**src/rtl/acpe_pkg.sv**
```systemverilog
// ----------------------------------------------------------------------------
// acpe_pkg
// Shared types, constants and helpers of the access code payload extractor.
// ----------------------------------------------------------------------------
`default_nettype none

package acpe_pkg;

   // default sizes of the code and payload sections of the bit window
   localparam int DEF_MAX_PREAMBLE_BITS = 64;
   localparam int DEF_MAX_PAYLOAD_BITS  = 64;

   // fixed field widths
   localparam int LEN_W       = 7;
   localparam int PATTERN_W   = 64;
   localparam int PAYLOAD_W   = 64;
   localparam int REQ_DATA_W  = 8;
   localparam int CSR_INDEX_W = 8;
   localparam int CSR_DATA_W  = 64;
   localparam int SPAN_W      = LEN_W + 1;
   localparam int GRP_CNT_W   = 4;

   // register indexes
   localparam logic [CSR_INDEX_W-1:0] REG_PREAMBLE_PATTERN = 8'd0;
   localparam logic [CSR_INDEX_W-1:0] REG_PREAMBLE_LENGTH  = 8'd1;
   localparam logic [CSR_INDEX_W-1:0] REG_PAYLOAD_LENGTH   = 8'd2;
   localparam logic [CSR_INDEX_W-1:0] REG_MAX_MISMATCHES   = 8'd3;

   // register reset values
   localparam logic [PATTERN_W-1:0] RST_PREAMBLE_PATTERN = 64'd0;
   localparam logic [LEN_W-1:0]     RST_PREAMBLE_LENGTH  = 7'd32;
   localparam logic [LEN_W-1:0]     RST_PAYLOAD_LENGTH   = 7'd64;
   localparam logic [LEN_W-1:0]     RST_MAX_MISMATCHES   = 7'd0;

   // effective settings, lengths already clamped to their legal range
   typedef struct packed {
      logic [PATTERN_W-1:0] pattern;
      logic [LEN_W-1:0]     code_len;
      logic [LEN_W-1:0]     pay_len;
      logic [LEN_W-1:0]     max_mis;
   } settings_type;

   // zero reads as one, anything above the limit reads as the limit
   function automatic logic [LEN_W-1:0] clamp_len(input logic [LEN_W-1:0] v,
                                                 input logic [LEN_W-1:0] maxv);
      logic [LEN_W-1:0] r;
      if (v == '0) begin
         r = LEN_W'(1);
      end else if (v > maxv) begin
         r = maxv;
      end else begin
         r = v;
      end
      return r;
   endfunction

   // ones count of one byte
   function automatic logic [GRP_CNT_W-1:0] popcount8(input logic [7:0] v);
      logic [GRP_CNT_W-1:0] c;
      c = '0;
      for (int i = 0; i < 8; i++) begin
         c = c + GRP_CNT_W'(v[i]);
      end
      return c;
   endfunction

endpackage

`default_nettype wire

```
**src/rtl/acpe_csr.sv**
```systemverilog
// ----------------------------------------------------------------------------
// acpe_csr
// Configuration registers with length clamping.
// ----------------------------------------------------------------------------
`default_nettype none

module acpe_csr #(
   parameter int MAX_PREAMBLE_BITS = acpe_pkg::DEF_MAX_PREAMBLE_BITS,
   parameter int MAX_PAYLOAD_BITS  = acpe_pkg::DEF_MAX_PAYLOAD_BITS
) (
   input  wire logic                               clock,
   input  wire logic                               reset,
   input  wire logic                               csr_valid,
   output logic                                    csr_ready,
   input  wire logic [acpe_pkg::CSR_INDEX_W-1:0]   csr_index,
   input  wire logic [acpe_pkg::CSR_DATA_W-1:0]    csr_data,
   output acpe_pkg::settings_type                  settings
);

   logic [acpe_pkg::PATTERN_W-1:0] pattern_ff;
   logic [acpe_pkg::LEN_W-1:0]     pre_len_ff;
   logic [acpe_pkg::LEN_W-1:0]     pay_len_ff;
   logic [acpe_pkg::LEN_W-1:0]     max_mis_ff;

   // writes are always taken
   assign csr_ready = 1'b1;

   // register file, unknown indexes are ignored
   always_ff @(posedge clock) begin
      if (reset) begin
         pattern_ff <= acpe_pkg::RST_PREAMBLE_PATTERN;
         pre_len_ff <= acpe_pkg::RST_PREAMBLE_LENGTH;
         pay_len_ff <= acpe_pkg::RST_PAYLOAD_LENGTH;
         max_mis_ff <= acpe_pkg::RST_MAX_MISMATCHES;
      end else if (csr_valid) begin
         unique case (csr_index)
            acpe_pkg::REG_PREAMBLE_PATTERN: begin
               pattern_ff <= csr_data[acpe_pkg::PATTERN_W-1:0];
            end
            acpe_pkg::REG_PREAMBLE_LENGTH: begin
               pre_len_ff <= csr_data[acpe_pkg::LEN_W-1:0];
            end
            acpe_pkg::REG_PAYLOAD_LENGTH: begin
               pay_len_ff <= csr_data[acpe_pkg::LEN_W-1:0];
            end
            acpe_pkg::REG_MAX_MISMATCHES: begin
               max_mis_ff <= csr_data[acpe_pkg::LEN_W-1:0];
            end
            default: begin
            end
         endcase
      end
   end

   // effective settings
   always_comb begin
      settings.pattern  = pattern_ff;
      settings.code_len = acpe_pkg::clamp_len(pre_len_ff,
                                              acpe_pkg::LEN_W'(MAX_PREAMBLE_BITS));
      settings.pay_len  = acpe_pkg::clamp_len(pay_len_ff,
                                              acpe_pkg::LEN_W'(MAX_PAYLOAD_BITS));
      settings.max_mis  = max_mis_ff;
   end

endmodule

`default_nettype wire

```
**src/rtl/access_code_payload_extractor_core.sv**
```systemverilog
// ----------------------------------------------------------------------------
// access_code_payload_extractor_core
// Sliding-window access code correlator with mismatch tolerance.
// ----------------------------------------------------------------------------
// Usage:
//   req_* carries one received hard bit per request in req_tdata[0]. Every
//   request shifts the bit window; once enough bits have arrived, the oldest
//   code bits of the span are compared with the programmed access code, and
//   when the mismatch count is within max_mismatches one response carries the
//   payload bits that follow the code, first received bit in bit 0.
//   csr_* writes one register per request (index 0 pattern, 1 code length,
//   2 payload length, 3 mismatch allowance); csr_ready is always high.
// Throughput: one request per cycle unless the stages are stalled (see Stall).
// Pipeline: a response passes through the stage registers in order (the
//   window loads at the accepting edge, then code/payload shift, code
//   alignment and xor, byte ones count, sum and compare into the output
//   register).
// Stall: each stage holds while the one after it is full and held; a
//   stalled response waits in the output register and bubbles still close
//   up, so req_tready drops only when every stage holds an item.
// Reset: window, fill count and stage valids clear; registers
//   return to code 0, code length 32, payload length 64, allowance 0.
// ----------------------------------------------------------------------------
`default_nettype none

module access_code_payload_extractor_core #(
   parameter int MAX_PREAMBLE_BITS = acpe_pkg::DEF_MAX_PREAMBLE_BITS,
   parameter int MAX_PAYLOAD_BITS  = acpe_pkg::DEF_MAX_PAYLOAD_BITS
) (
   input  wire logic                               clock,
   input  wire logic                               reset,
   // request channel
   input  wire logic                               req_tvalid,
   output logic                                    req_tready,
   input  wire logic [acpe_pkg::REQ_DATA_W-1:0]    req_tdata,   // [0] in_bit
   // response channel
   output logic                                    rsp_tvalid,
   input  wire logic                               rsp_tready,
   output logic [acpe_pkg::PAYLOAD_W-1:0]          rsp_tdata,   // [63:0] payload_bits
   // configuration channel
   input  wire logic                               csr_valid,
   output logic                                    csr_ready,
   input  wire logic [acpe_pkg::CSR_INDEX_W-1:0]   csr_index,
   input  wire logic [acpe_pkg::CSR_DATA_W-1:0]    csr_data
);

   localparam int WIN_BITS = MAX_PREAMBLE_BITS + MAX_PAYLOAD_BITS;
   localparam int FILL_W   = $clog2(WIN_BITS + 1);
   localparam int NGRP     = (MAX_PREAMBLE_BITS + 7) / 8;
   localparam int GRP_PAD  = NGRP * 8;

   acpe_pkg::settings_type settings;

   acpe_csr #(
      .MAX_PREAMBLE_BITS (MAX_PREAMBLE_BITS),
      .MAX_PAYLOAD_BITS  (MAX_PAYLOAD_BITS)
   ) u_csr (
      .clock     (clock),
      .reset     (reset),
      .csr_valid (csr_valid),
      .csr_ready (csr_ready),
      .csr_index (csr_index),
      .csr_data  (csr_data),
      .settings  (settings)
   );

   // window state
   logic [WIN_BITS-1:0] win_ff;
   logic [WIN_BITS-1:0] win_in;
   logic [FILL_W-1:0]   fill_ff;
   logic [FILL_W-1:0]   fill_in;
   logic [acpe_pkg::SPAN_W-1:0] span;
   logic                full;

   // stage registers
   logic                          s1_v_ff;
   logic [WIN_BITS-1:0]           s1_win_ff;
   logic                          s2_v_ff;
   logic [MAX_PREAMBLE_BITS-1:0]  s2_code_ff;
   logic [MAX_PAYLOAD_BITS-1:0]   s2_pay_ff;
   logic                          s3_v_ff;
   logic [MAX_PREAMBLE_BITS-1:0]  s3_diff_ff;
   logic [MAX_PAYLOAD_BITS-1:0]   s3_pay_ff;
   logic                          s4_v_ff;
   logic [acpe_pkg::GRP_CNT_W-1:0] s4_grp_ff [NGRP];
   logic [MAX_PAYLOAD_BITS-1:0]   s4_pay_ff;
   logic                          rsp_valid_ff;
   logic [acpe_pkg::PAYLOAD_W-1:0] rsp_data_ff;

   // stage next values
   logic [WIN_BITS-1:0]           code_shift;
   logic [MAX_PREAMBLE_BITS-1:0]  code_rev;
   logic [MAX_PAYLOAD_BITS-1:0]   pay_rev;
   logic [MAX_PAYLOAD_BITS-1:0]   s2_pay_in;
   logic [acpe_pkg::LEN_W-1:0]    code_gap;
   logic [acpe_pkg::LEN_W-1:0]    pay_gap;
   logic [MAX_PREAMBLE_BITS-1:0]  code_aligned;
   logic [MAX_PREAMBLE_BITS-1:0]  code_mask;
   logic [MAX_PREAMBLE_BITS-1:0]  s3_diff_in;
   logic [GRP_PAD-1:0]            diff_pad;
   logic [acpe_pkg::GRP_CNT_W-1:0] s4_grp_in [NGRP];
   logic [acpe_pkg::LEN_W-1:0]    mis_sum;
   logic                          hit;

   // flow control
   logic req_fire;
   logic out_free;
   logic s4_move, s4_take;
   logic s3_move, s3_take;
   logic s2_move, s2_take;
   logic s1_move, s1_take;

   // each stage moves on when the next one is empty or moving
   always_comb begin
      out_free   = !rsp_valid_ff || rsp_tready;
      s4_move    = s4_v_ff && out_free;
      s4_take    = !s4_v_ff || s4_move;
      s3_move    = s3_v_ff && s4_take;
      s3_take    = !s3_v_ff || s3_move;
      s2_move    = s2_v_ff && s3_take;
      s2_take    = !s2_v_ff || s2_move;
      s1_move    = s1_v_ff && s2_take;
      s1_take    = !s1_v_ff || s1_move;
      req_tready = s1_take;
      req_fire   = req_tvalid && req_tready;
   end

   // window shift, saturating fill count and span check
   always_comb begin
      win_in  = {win_ff[WIN_BITS-2:0], req_tdata[0]};
      fill_in = (fill_ff != FILL_W'(WIN_BITS)) ? fill_ff + FILL_W'(1) : fill_ff;
      span    = {1'b0, settings.code_len} + {1'b0, settings.pay_len};
      full    = acpe_pkg::SPAN_W'(fill_in) >= span;
   end

   // code section moved down to bit 0 and reversed; payload reversed and
   // aligned so the first received payload bit lands in bit 0
   always_comb begin
      code_shift = s1_win_ff >> settings.pay_len;
      for (int i = 0; i < MAX_PREAMBLE_BITS; i++) begin
         code_rev[MAX_PREAMBLE_BITS-1-i] = code_shift[i];
      end
      for (int i = 0; i < MAX_PAYLOAD_BITS; i++) begin
         pay_rev[MAX_PAYLOAD_BITS-1-i] = s1_win_ff[i];
      end
      pay_gap   = acpe_pkg::LEN_W'(MAX_PAYLOAD_BITS) - settings.pay_len;
      s2_pay_in = pay_rev >> pay_gap;
   end

   // align code bit k to pattern bit k and mark differing bits
   always_comb begin
      code_gap     = acpe_pkg::LEN_W'(MAX_PREAMBLE_BITS) - settings.code_len;
      code_aligned = s2_code_ff >> code_gap;
      code_mask    = {MAX_PREAMBLE_BITS{1'b1}} >> code_gap;
      s3_diff_in   = (code_aligned ^ settings.pattern[MAX_PREAMBLE_BITS-1:0]) & code_mask;
   end

   // ones count per byte of the difference vector
   always_comb begin
      diff_pad = GRP_PAD'(s3_diff_ff);
      for (int g = 0; g < NGRP; g++) begin
         s4_grp_in[g] = acpe_pkg::popcount8(diff_pad[g*8 +: 8]);
      end
   end

   // total mismatches against the allowance
   always_comb begin
      mis_sum = '0;
      for (int g = 0; g < NGRP; g++) begin
         mis_sum = mis_sum + acpe_pkg::LEN_W'(s4_grp_ff[g]);
      end
      hit = mis_sum <= settings.max_mis;
   end

   // control state
   always_ff @(posedge clock) begin
      if (reset) begin
         win_ff       <= '0;
         fill_ff      <= '0;
         s1_v_ff      <= 1'b0;
         s2_v_ff      <= 1'b0;
         s3_v_ff      <= 1'b0;
         s4_v_ff      <= 1'b0;
         rsp_valid_ff <= 1'b0;
      end else begin
         if (req_fire) begin
            win_ff  <= win_in;
            fill_ff <= fill_in;
         end
         if (s1_take) begin
            s1_v_ff <= req_fire && full;
         end
         if (s2_take) begin
            s2_v_ff <= s1_v_ff;
         end
         if (s3_take) begin
            s3_v_ff <= s2_v_ff;
         end
         if (s4_take) begin
            s4_v_ff <= s3_v_ff;
         end
         if (out_free) begin
            rsp_valid_ff <= s4_move && hit;
         end
      end
   end

   // payload of the stages
   always_ff @(posedge clock) begin
      if (s1_take) begin
         s1_win_ff <= win_in;
      end
      if (s2_take) begin
         s2_code_ff <= code_rev;
         s2_pay_ff  <= s2_pay_in;
      end
      if (s3_take) begin
         s3_diff_ff <= s3_diff_in;
         s3_pay_ff  <= s2_pay_ff;
      end
      if (s4_take) begin
         s4_grp_ff <= s4_grp_in;
         s4_pay_ff <= s3_pay_ff;
      end
      if (s4_move && hit) begin
         rsp_data_ff <= acpe_pkg::PAYLOAD_W'(s4_pay_ff);
      end
   end

   assign rsp_tvalid = rsp_valid_ff;
   assign rsp_tdata  = rsp_data_ff;

   // fill count never passes the window size
   assert property (@(posedge clock) disable iff (reset)
      fill_ff <= FILL_W'(WIN_BITS))
      else $error("fill count beyond window size");

   // a saturated fill count stays saturated
   assert property (@(posedge clock) disable iff (reset)
      fill_ff == FILL_W'(WIN_BITS) |=> fill_ff == FILL_W'(WIN_BITS))
      else $error("saturated fill count dropped");

   // an item in the last stage is held while the output is blocked
   assert property (@(posedge clock) disable iff (reset)
      s4_v_ff && !out_free |=> s4_v_ff)
      else $error("last stage item lost under stall");

   // a response only appears from an item in the last stage
   assert property (@(posedge clock) disable iff (reset)
      $rose(rsp_valid_ff) |-> $past(s4_v_ff))
      else $error("response without a source item");

endmodule

`default_nettype wire
```
**config.mk**
```make
export PLATFORM = sky130hd
export DESIGN_NAME = access_code_payload_extractor_core
export DESIGN_NICKNAME = d
export VERILOG_FILES = /design/src/rtl/acpe_pkg.sv /design/src/rtl/acpe_csr.sv /design/src/rtl/access_code_payload_extractor_core.sv
export SDC_FILE = /design/constraint.sdc
export NUM_CORES = 2
export LEC_CHECK = 0
export ABC_AREA = 0
export BUFFER_PORTS_ARGS = -buffer_cell sky130_fd_sc_hd__buf_4
export CAP_MARGIN = 25
export CORE_AREA = 5 5 268 401
export CTS_CLUSTER_DIAMETER = 200
export DETAILED_ROUTE_END_ITERATION = 10
export DIE_AREA = 0 0 273 406
export SETUP_SLACK_MARGIN = 0.4
export SYNTH_ARGS = -nofsm -noshare
export SYNTH_HDL_FRONTEND = slang
export SYNTH_SLANG_ARGS = --single-unit
```
**constraint.sdc**
```tcl
create_clock -name clock -period 11.3 [get_ports clock]
set_clock_uncertainty 0.05 [all_clocks]
set_input_delay 2.26 -clock clock [delete_from_list [all_inputs] [get_ports clock]]
set_output_delay 2.26 -clock clock [all_outputs]
set_load 0.01 [all_outputs]
```
Word-level counts from Yosys, hierarchy flattened --
Cells that the tools add are included.
Operators by class: add/sub/neg operators 67, multiply operators 0, divide/modulo/power cells 0, $lt $le $gt $ge 4, equal/unequal tests 4, shifts and indexed selects 4, muxes and demuxes 5, bitwise logic cells 2, reductions and logical operators 24
Operator list (count):
- $add A4 B1 Y4 | 32
- $shr A128 B7 Y64 | 1
- $shr A64 B7 Y64 | 2
- $and A64 B64 Y64 | 1
- $shr A64 B7 Y64 const A | 1
- $xor A64 B64 Y64 | 1
- $add A3 B1 Y4 | 8
- $add A7 B4 Y7 | 4
- $mux W7 | 4
- $add A2 B1 Y3 | 8
- $add A1 B1 Y2 | 8
- $eq A8 B2 Y1 const B | 2
- $gt A7 B7 Y1 const B | 2
- $logic_not A7 Y1 | 2
- $sub A7 B7 Y7 const A | 2
- $add A7 B7 Y8 | 1
- $add A8 B1 Y8 const B | 1
- $eq A8 B1 Y1 const B | 1
- $ge A8 B8 Y1 | 1
- $logic_not A8 Y1 | 1
- $mux W8 | 1
- $ne A8 B8 Y1 const B | 1
- $reduce_and A2 Y1 | 4
- $add A6 B4 Y7 | 1
- 6 further kinds | 20
Storage, ports and cells: register bits 769, latch bits 0, bits in writable memories 0, memory bits (read-only) 0, input bits 85, output and inout port bits 67, logic and storage cells 136, memories 0

Logic depth before layout (Yosys ltp) --
depth after elaboration 12, gate-level depth with buffers 21, mapped depth without buffers 19

Hierarchy --
Synthesis repeated with hierarchy kept, for this count alone.
Unflattened totals: cells, all modules 4059, area total of the unflattened synthesis 45997.9 um^2
By module, submodules not included:
- access_code_payload_extractor_core | instances 1, cells each 3685, area each 42110.4 um^2, sequential area each 19138.4 um^2
- acpe_csr | instances 1, cells each 374, area each 3887.5 um^2, sequential area each 1701.6 um^2

Worst setup path after synthesis --
OpenSTA, ideal clock, no wires.
path type reg-to-reg, from reg s4_grp_ff[14] in the netlist's numbering, to reg rsp_data_ff (netlist bit rsp_tdata[0]) (enable), library setup time 578 ps, arrival time 8827 ps, required time 10672 ps, setup slack 1845 ps, cell stages (with the launch flop) 18, path buffers 0, clock period less this slack 9455 ps, path through edfxtp_1 > inv_1 > fa_1 > inv_1 > fa_1 > fa_1 > fa_1 > ha_1 > inv_1 > fa_1 > inv_1 > ha_1 > o21a_1 > o21a_1 > o21a_1 > o21a_1 > o22a_1 > nor3b_1
On the way: longest elaborated chain between the ends 6
Ends and longest elaborated chain:
- start, declared | line access_code_payload_extractor_core.sv:85 | logic [acpe_pkg::GRP_CNT_W-1:0] s4_grp_ff [NGRP];
- start signal, assigned | line access_code_payload_extractor_core.sv:222 | s4_grp_ff <= s4_grp_in;
- $add A7 B4 Y7 (4 in series) | line access_code_payload_extractor_core.sv:170 | mis_sum = mis_sum + acpe_pkg::LEN_W'(s4_grp_ff[g]);
- $le A7 B7 Y1 | line access_code_payload_extractor_core.sv:172 | hit = mis_sum <= settings.max_mis;
- $logic_and A1 B1 Y1 | line access_code_payload_extractor_core.sv:225 | if (s4_move && hit) begin
- end signal, assigned | line access_code_payload_extractor_core.sv:226 | rsp_data_ff <= acpe_pkg::PAYLOAD_W'(s4_pay_ff);
- end, declared | line access_code_payload_extractor_core.sv:88 | logic [acpe_pkg::PAYLOAD_W-1:0] rsp_data_ff;
No other way between the ends. A chain may end at the register's enable or synchronous reset.

Worst setup path after layout --
from reg u_csr.pre_len_ff[6] in the netlist's numbering, to reg s3_diff_ff[19] (netlist: diff_pad[19]) (data pin)
On the way: longest elaborated chain between the ends 7, elaborated cells between the ends (all ways) 9, those cells by class add/sub: 1; order compare: 1; shift: 2; mux: 2; bitwise: 2; reduce/logical: 1
Ends and longest elaborated chain:
- start, declared | line acpe_csr.sv:21 | logic [acpe_pkg::LEN_W-1:0] pre_len_ff;
- start signal, assigned | line acpe_csr.sv:32 | pre_len_ff <= acpe_pkg::RST_PREAMBLE_LENGTH;
- start signal, assigned | line acpe_csr.sv:41 | pre_len_ff <= csr_data[acpe_pkg::LEN_W-1:0];
- $gt A7 B7 Y1 | line acpe_pkg.sv:49 | end else if (v > maxv) begin
- $mux W7 | line acpe_pkg.sv:49
- $mux W7 * | line acpe_pkg.sv:47 | if (v == '0) begin
- $sub A7 B7 Y7 * | line access_code_payload_extractor_core.sv:152 | code_gap = acpe_pkg::LEN_W'(MAX_PREAMBLE_BITS) - settings.code_len;
- $shr A64 B7 Y64 | line access_code_payload_extractor_core.sv:153 | code_aligned = s2_code_ff >> code_gap;
- $xor A64 B64 Y64 | line access_code_payload_extractor_core.sv:155 | s3_diff_in = (code_aligned ^ settings.pattern[MAX_PREAMBLE_BITS-1:0]) & code_mask;
- $and A64 B64 Y64 * | line access_code_payload_extractor_core.sv:155
- net s3_diff_in[19] | line access_code_payload_extractor_core.sv:99 | logic [MAX_PREAMBLE_BITS-1:0] s3_diff_in;
- end signal, assigned | line access_code_payload_extractor_core.sv:218 | s3_diff_ff <= s3_diff_in;
- end, declared | line access_code_payload_extractor_core.sv:82 | logic [MAX_PREAMBLE_BITS-1:0] s3_diff_ff;
The timed path passes the listed nets; every way through them passes the cells marked *.

==> metrics.md <==
| Metric | Value |
|---|---|
| Detailed Place HPWL | `117400 um` |
| Worst min-delay path category | `flop to flop` |
| Reported max-cap violation count | `0` |
| Reg2reg start | `u_csr.pre_len_ff[6]` |
| Avg WL per Cell | `27.03 um` |
| DRC viols | `0` |
| Top library cells by usage in the layout, fill and taps aside | `681 x sky130_fd_sc_hd__nand2_1, 544 x sky130_fd_sc_hd__edfxtp_1, 398 x sky130_fd_sc_hd__mux2i_1` |
| Global Route Usage Sum | `27.52%` |
| Chip Height | `406 um` |
| Most used flip-flop cell after synthesis | `sky130_fd_sc_hd__edfxtp_1` |
| Worst setup path category | `flop to flop` |
| Power per unit of standard cell area | `113.6 nW/um2` |
| Largest cells by area after synthesis | `sky130_fd_sc_hd__edfxtp_1 35%, sky130_fd_sc_hd__dfxtp_1 9.7%, sky130_fd_sc_hd__mux2i_1 8.6%` |
| Critical path required time | `11620 ps` |
| Wire length of the first global-routing pass | `230700 um` |
| CTS Root Cell | `sky130_fd_sc_hd__clkbuf_16` |
| Clock latency reported for the late side of the worst-skew pair | `690 ps` |
| RSZ-0062 raised after global routing | `no` |
| Portion of the post-synthesis area used by sequential elements | `45.04%` |
| Global placer's final weighted congestion | `1.023` |
| Number of antenna violations at the first check in global routing | `1` |
| Die footprint | `110800 um2` |
| Design area | `51100 um2` |
| Number of top-level pins | `152` |
| Leading cell type in the layout, fill and taps excluded | `sky130_fd_sc_hd__nand2_1` |
| Synth unique cells | `101` |
| CTS Sinks | `769` |
| Die X-Extent | `273 um` |
| Flop and latch count out of synthesis | `769` |
| Via count of the routed design | `36140` |
| Std cell rows | `145` |
| Normalized max-slew margin | `27.25%` |
| Total standard cell area after synthesis | `46270 um2` |
| Sum of negative setup slack | `0 ps` |
| Cell type with the highest aggregate area in the netlist | `sky130_fd_sc_hd__edfxtp_1` |
| Placed cells | `5659` |
| Period minus WS final | `6538 ps` |
| Sort of element at the end of the critical path | `flop` |
| Clock tree from TritonCTS | `built` |
| Post-CTS Hold Buffers | `0` |
| Initial cell density of the core | `44.66%` |
| Post-Synthesis Cells | `4380` |
| Core box area | `103600 um2` |
| Register Area | `20850 um2` |
| Total Routed Length | `156800 um` |
| Net count after synthesis | `4581` |
| Clock-pin slew on the worst setup and hold paths | `70 ps` |
| Endpoint of the worst-slack reg-to-reg timing path | `diff_pad[19]` |
| Top fanout value on the critical path | `61` |
| Clock tree buffer depth | `3` |
| Result of the run | `completed` |
| Measured slew at the worst slew-check pin | `1091 ps` |
| Initial detailed-routing violation count | `3804` |
| Avg Inst Size Synth | `10.56 um2` |
| Worst Path Arrival | `6860 ps` |
| Number of iterations in the first detailed-routing pass | `6` |
| Total congestion overflow | `0` |
| Via/cell ratio | `6.231` |
| Worst-case register-to-register setup slack | `4760 ps` |
| P&R area growth vs syn | `10.45%` |
| Crit path to | `diff_pad[19]` |
| Layout cells sized above 1 | `14.49%` |
| Share of async-settable or async-resettable flops after synthesis | `0%` |
| Diodes inserted | `0` |
| Total CTS buffers | `75` |
| Largest voltage drop on the vdd net | `0.0001414 V` |
| Max frequency | `152.9 MHz` |
| Setup Buffers After CTS | `0` |
| I/O Buffers | `143` |
| Number of H-tree levels | `3` |
| Maximum number of pins on one net before global-route repair | `86` |
| Instance area at placement | `48330 um2` |
| Number of global-route vias before repair | `35140` |
| Synth Warn # | `0` |
| Post_cts resized | `0` |
| Area of combinational cells with multiple inputs | `23270 um2` |
| Net count reported at finish | `4542` |
| Non-filler cells, final | `5800` |
| R2R cell count | `16` |
| Final setup vio count | `0` |
| Number of flops mapped to enable cells by yosys | `544` |
| Area share of the leading cell type in the synthesized netlist | `35.31%` |
| Filler cell count | `9532` |
| Leakage power summed over all cells | `19.71 nW` |
| Max-slew violation count | `0` |
| Startpoint types | `flop` |
| Post-DRT Antenna Nets | `0` |
| Worst Setup SP | `u_csr.pre_len_ff[6]` |
| Post-route fraction of the period consumed by the critical path | `57.86%` |
| Final Hold Fails | `0` |
state kept, by name, summed over array words and instances, names as in the netlist:
register / count
s3_pay_ff: 64
s4_v_ff: 1
s4_grp_ff: 32
u_csr.pattern_ff: 64
u_csr.max_mis_ff: 7
s4_pay_ff: 64
s1_v_ff: 1
s2_pay_ff: 64
u_csr.pay_len_ff: 7
s2_v_ff: 1
s1_win_ff: 128
fill_ff: 8
diff_pad: 64
s2_code_ff: 64
rsp_tvalid: 1
win_ff: 127
s3_v_ff: 1
u_csr.pre_len_ff: 7
rsp_tdata: 64
metal layers:
metal  track usage [%]  part of all wire, %  vias to the layer above
met5                 0                    0                        -
met4             17.93                  7.8                        0
li1                  -                    -                    16310
met1             33.51                   38                    17820
met3             3.432                  5.7                      460
met2             46.13                   48                     1548
cell type report:
type                       instances  area share (%)
clock buffer                     104           4.329
timing repair buffer             230           3.457
sequential                       769           40.79
inverter                         194           1.442
clock inverter                    36           1.036
tap                             1396           3.418
multi-input combinational       3071           45.53
where the power goes:
group          leakage (nW)  internal [mW]  total (mW)  switching [mW]
combinational          10.2         0.0450       0.124          0.0788
clock                  1.33           1.54        2.69            1.14
sequential             8.21           2.99        2.99         0.00560
how the worst min path moves through the flow:
stage,from,to,slack [ps],cells past startpoint
finish,s4_pay_ff[29],rsp_tdata[29],360,0
floorplan,s4_pay_ff[0],rsp_tdata[0],350,0
detailed placement,s4_pay_ff[10],rsp_tdata[10],350,0
CTS,s2_pay_ff[25],s3_pay_ff[25],350,0
global route,s4_pay_ff[29],rsp_tdata[29],360,0
global placement,s2_pay_ff[25],s3_pay_ff[25],350,0
synth_stat cells, types with 26 or more instances:
cell                       number
sky130_fd_sc_hd__o21ai_0      112
sky130_fd_sc_hd__nor3_1        48
sky130_fd_sc_hd__mux4_2       161
sky130_fd_sc_hd__nand3_1       83
sky130_fd_sc_hd__clkbuf_1     215
sky130_fd_sc_hd__a211oi_1      53
sky130_fd_sc_hd__xor2_1        26
sky130_fd_sc_hd__ha_1          60
sky130_fd_sc_hd__fa_1          56
sky130_fd_sc_hd__mux2_2        48
sky130_fd_sc_hd__nand2_1      684
sky130_fd_sc_hd__o211ai_1      62
sky130_fd_sc_hd__o22ai_1       69
sky130_fd_sc_hd__dfxtp_1      225
sky130_fd_sc_hd__xnor2_1       32
sky130_fd_sc_hd__a21oi_1      358
sky130_fd_sc_hd__nor2_1       240
sky130_fd_sc_hd__a31oi_1       26
sky130_fd_sc_hd__a221oi_1      45
sky130_fd_sc_hd__a22oi_1       80
sky130_fd_sc_hd__buf_2         55
sky130_fd_sc_hd__edfxtp_1     544
sky130_fd_sc_hd__inv_1        184
sky130_fd_sc_hd__buf_1         36
sky130_fd_sc_hd__mux2i_1      398
logic make-up (layout without fill, tap and decap cells):
group	after synthesis	count (layout)	share of synthesized area, %
simple gates	1222	1222	11.50
compound gates	1057	1057	15.23
flops	769	769	45.04
mux	616	616	17.98
buf+inv	540	564	5.032
fa+ha+maj	116	116	4.045
xor+xnor	59	59	1.157
other cells	1	1	0.008105
through the flow:
| stage | total power, mW | setup slack, ps | hold slack [ps] | utilization (%) |
|---|---|---|---|---|
| floorplan | 3.122 | 1845 | 350.3 | - |
| global placement | 3.176 | 4908 | 350.7 | 46.62 |
| detailed placement | 3.177 | 4831 | 354.5 | 46.66 |
| CTS | 5.878 | 4788 | 351.3 | 49.30 |
| global route | 5.997 | 4466 | 359.2 | 49.33 |
| finish | 5.806 | 4762 | 357.4 | 49.33 |
critical path, stage by stage, from the launching register on:
cell,delay (ps)
sky130_fd_sc_hd__dfxtp_1,840
sky130_fd_sc_hd__buf_4,420
sky130_fd_sc_hd__nor2b_4,180
sky130_fd_sc_hd__a21oi_4,140
sky130_fd_sc_hd__buf_4,510
sky130_fd_sc_hd__ha_1,510
sky130_fd_sc_hd__inv_1,90
sky130_fd_sc_hd__ha_2,320
sky130_fd_sc_hd__buf_4,590
sky130_fd_sc_hd__clkinv_1,200
sky130_fd_sc_hd__nor2_1,700
sky130_fd_sc_hd__a211oi_1,180
sky130_fd_sc_hd__buf_4,240
sky130_fd_sc_hd__o221ai_1,280
sky130_fd_sc_hd__o21ai_0,190
sky130_fd_sc_hd__a21o_1,220
sky130_fd_sc_hd__a211oi_1,540
(Power assumes the default switching activity.)
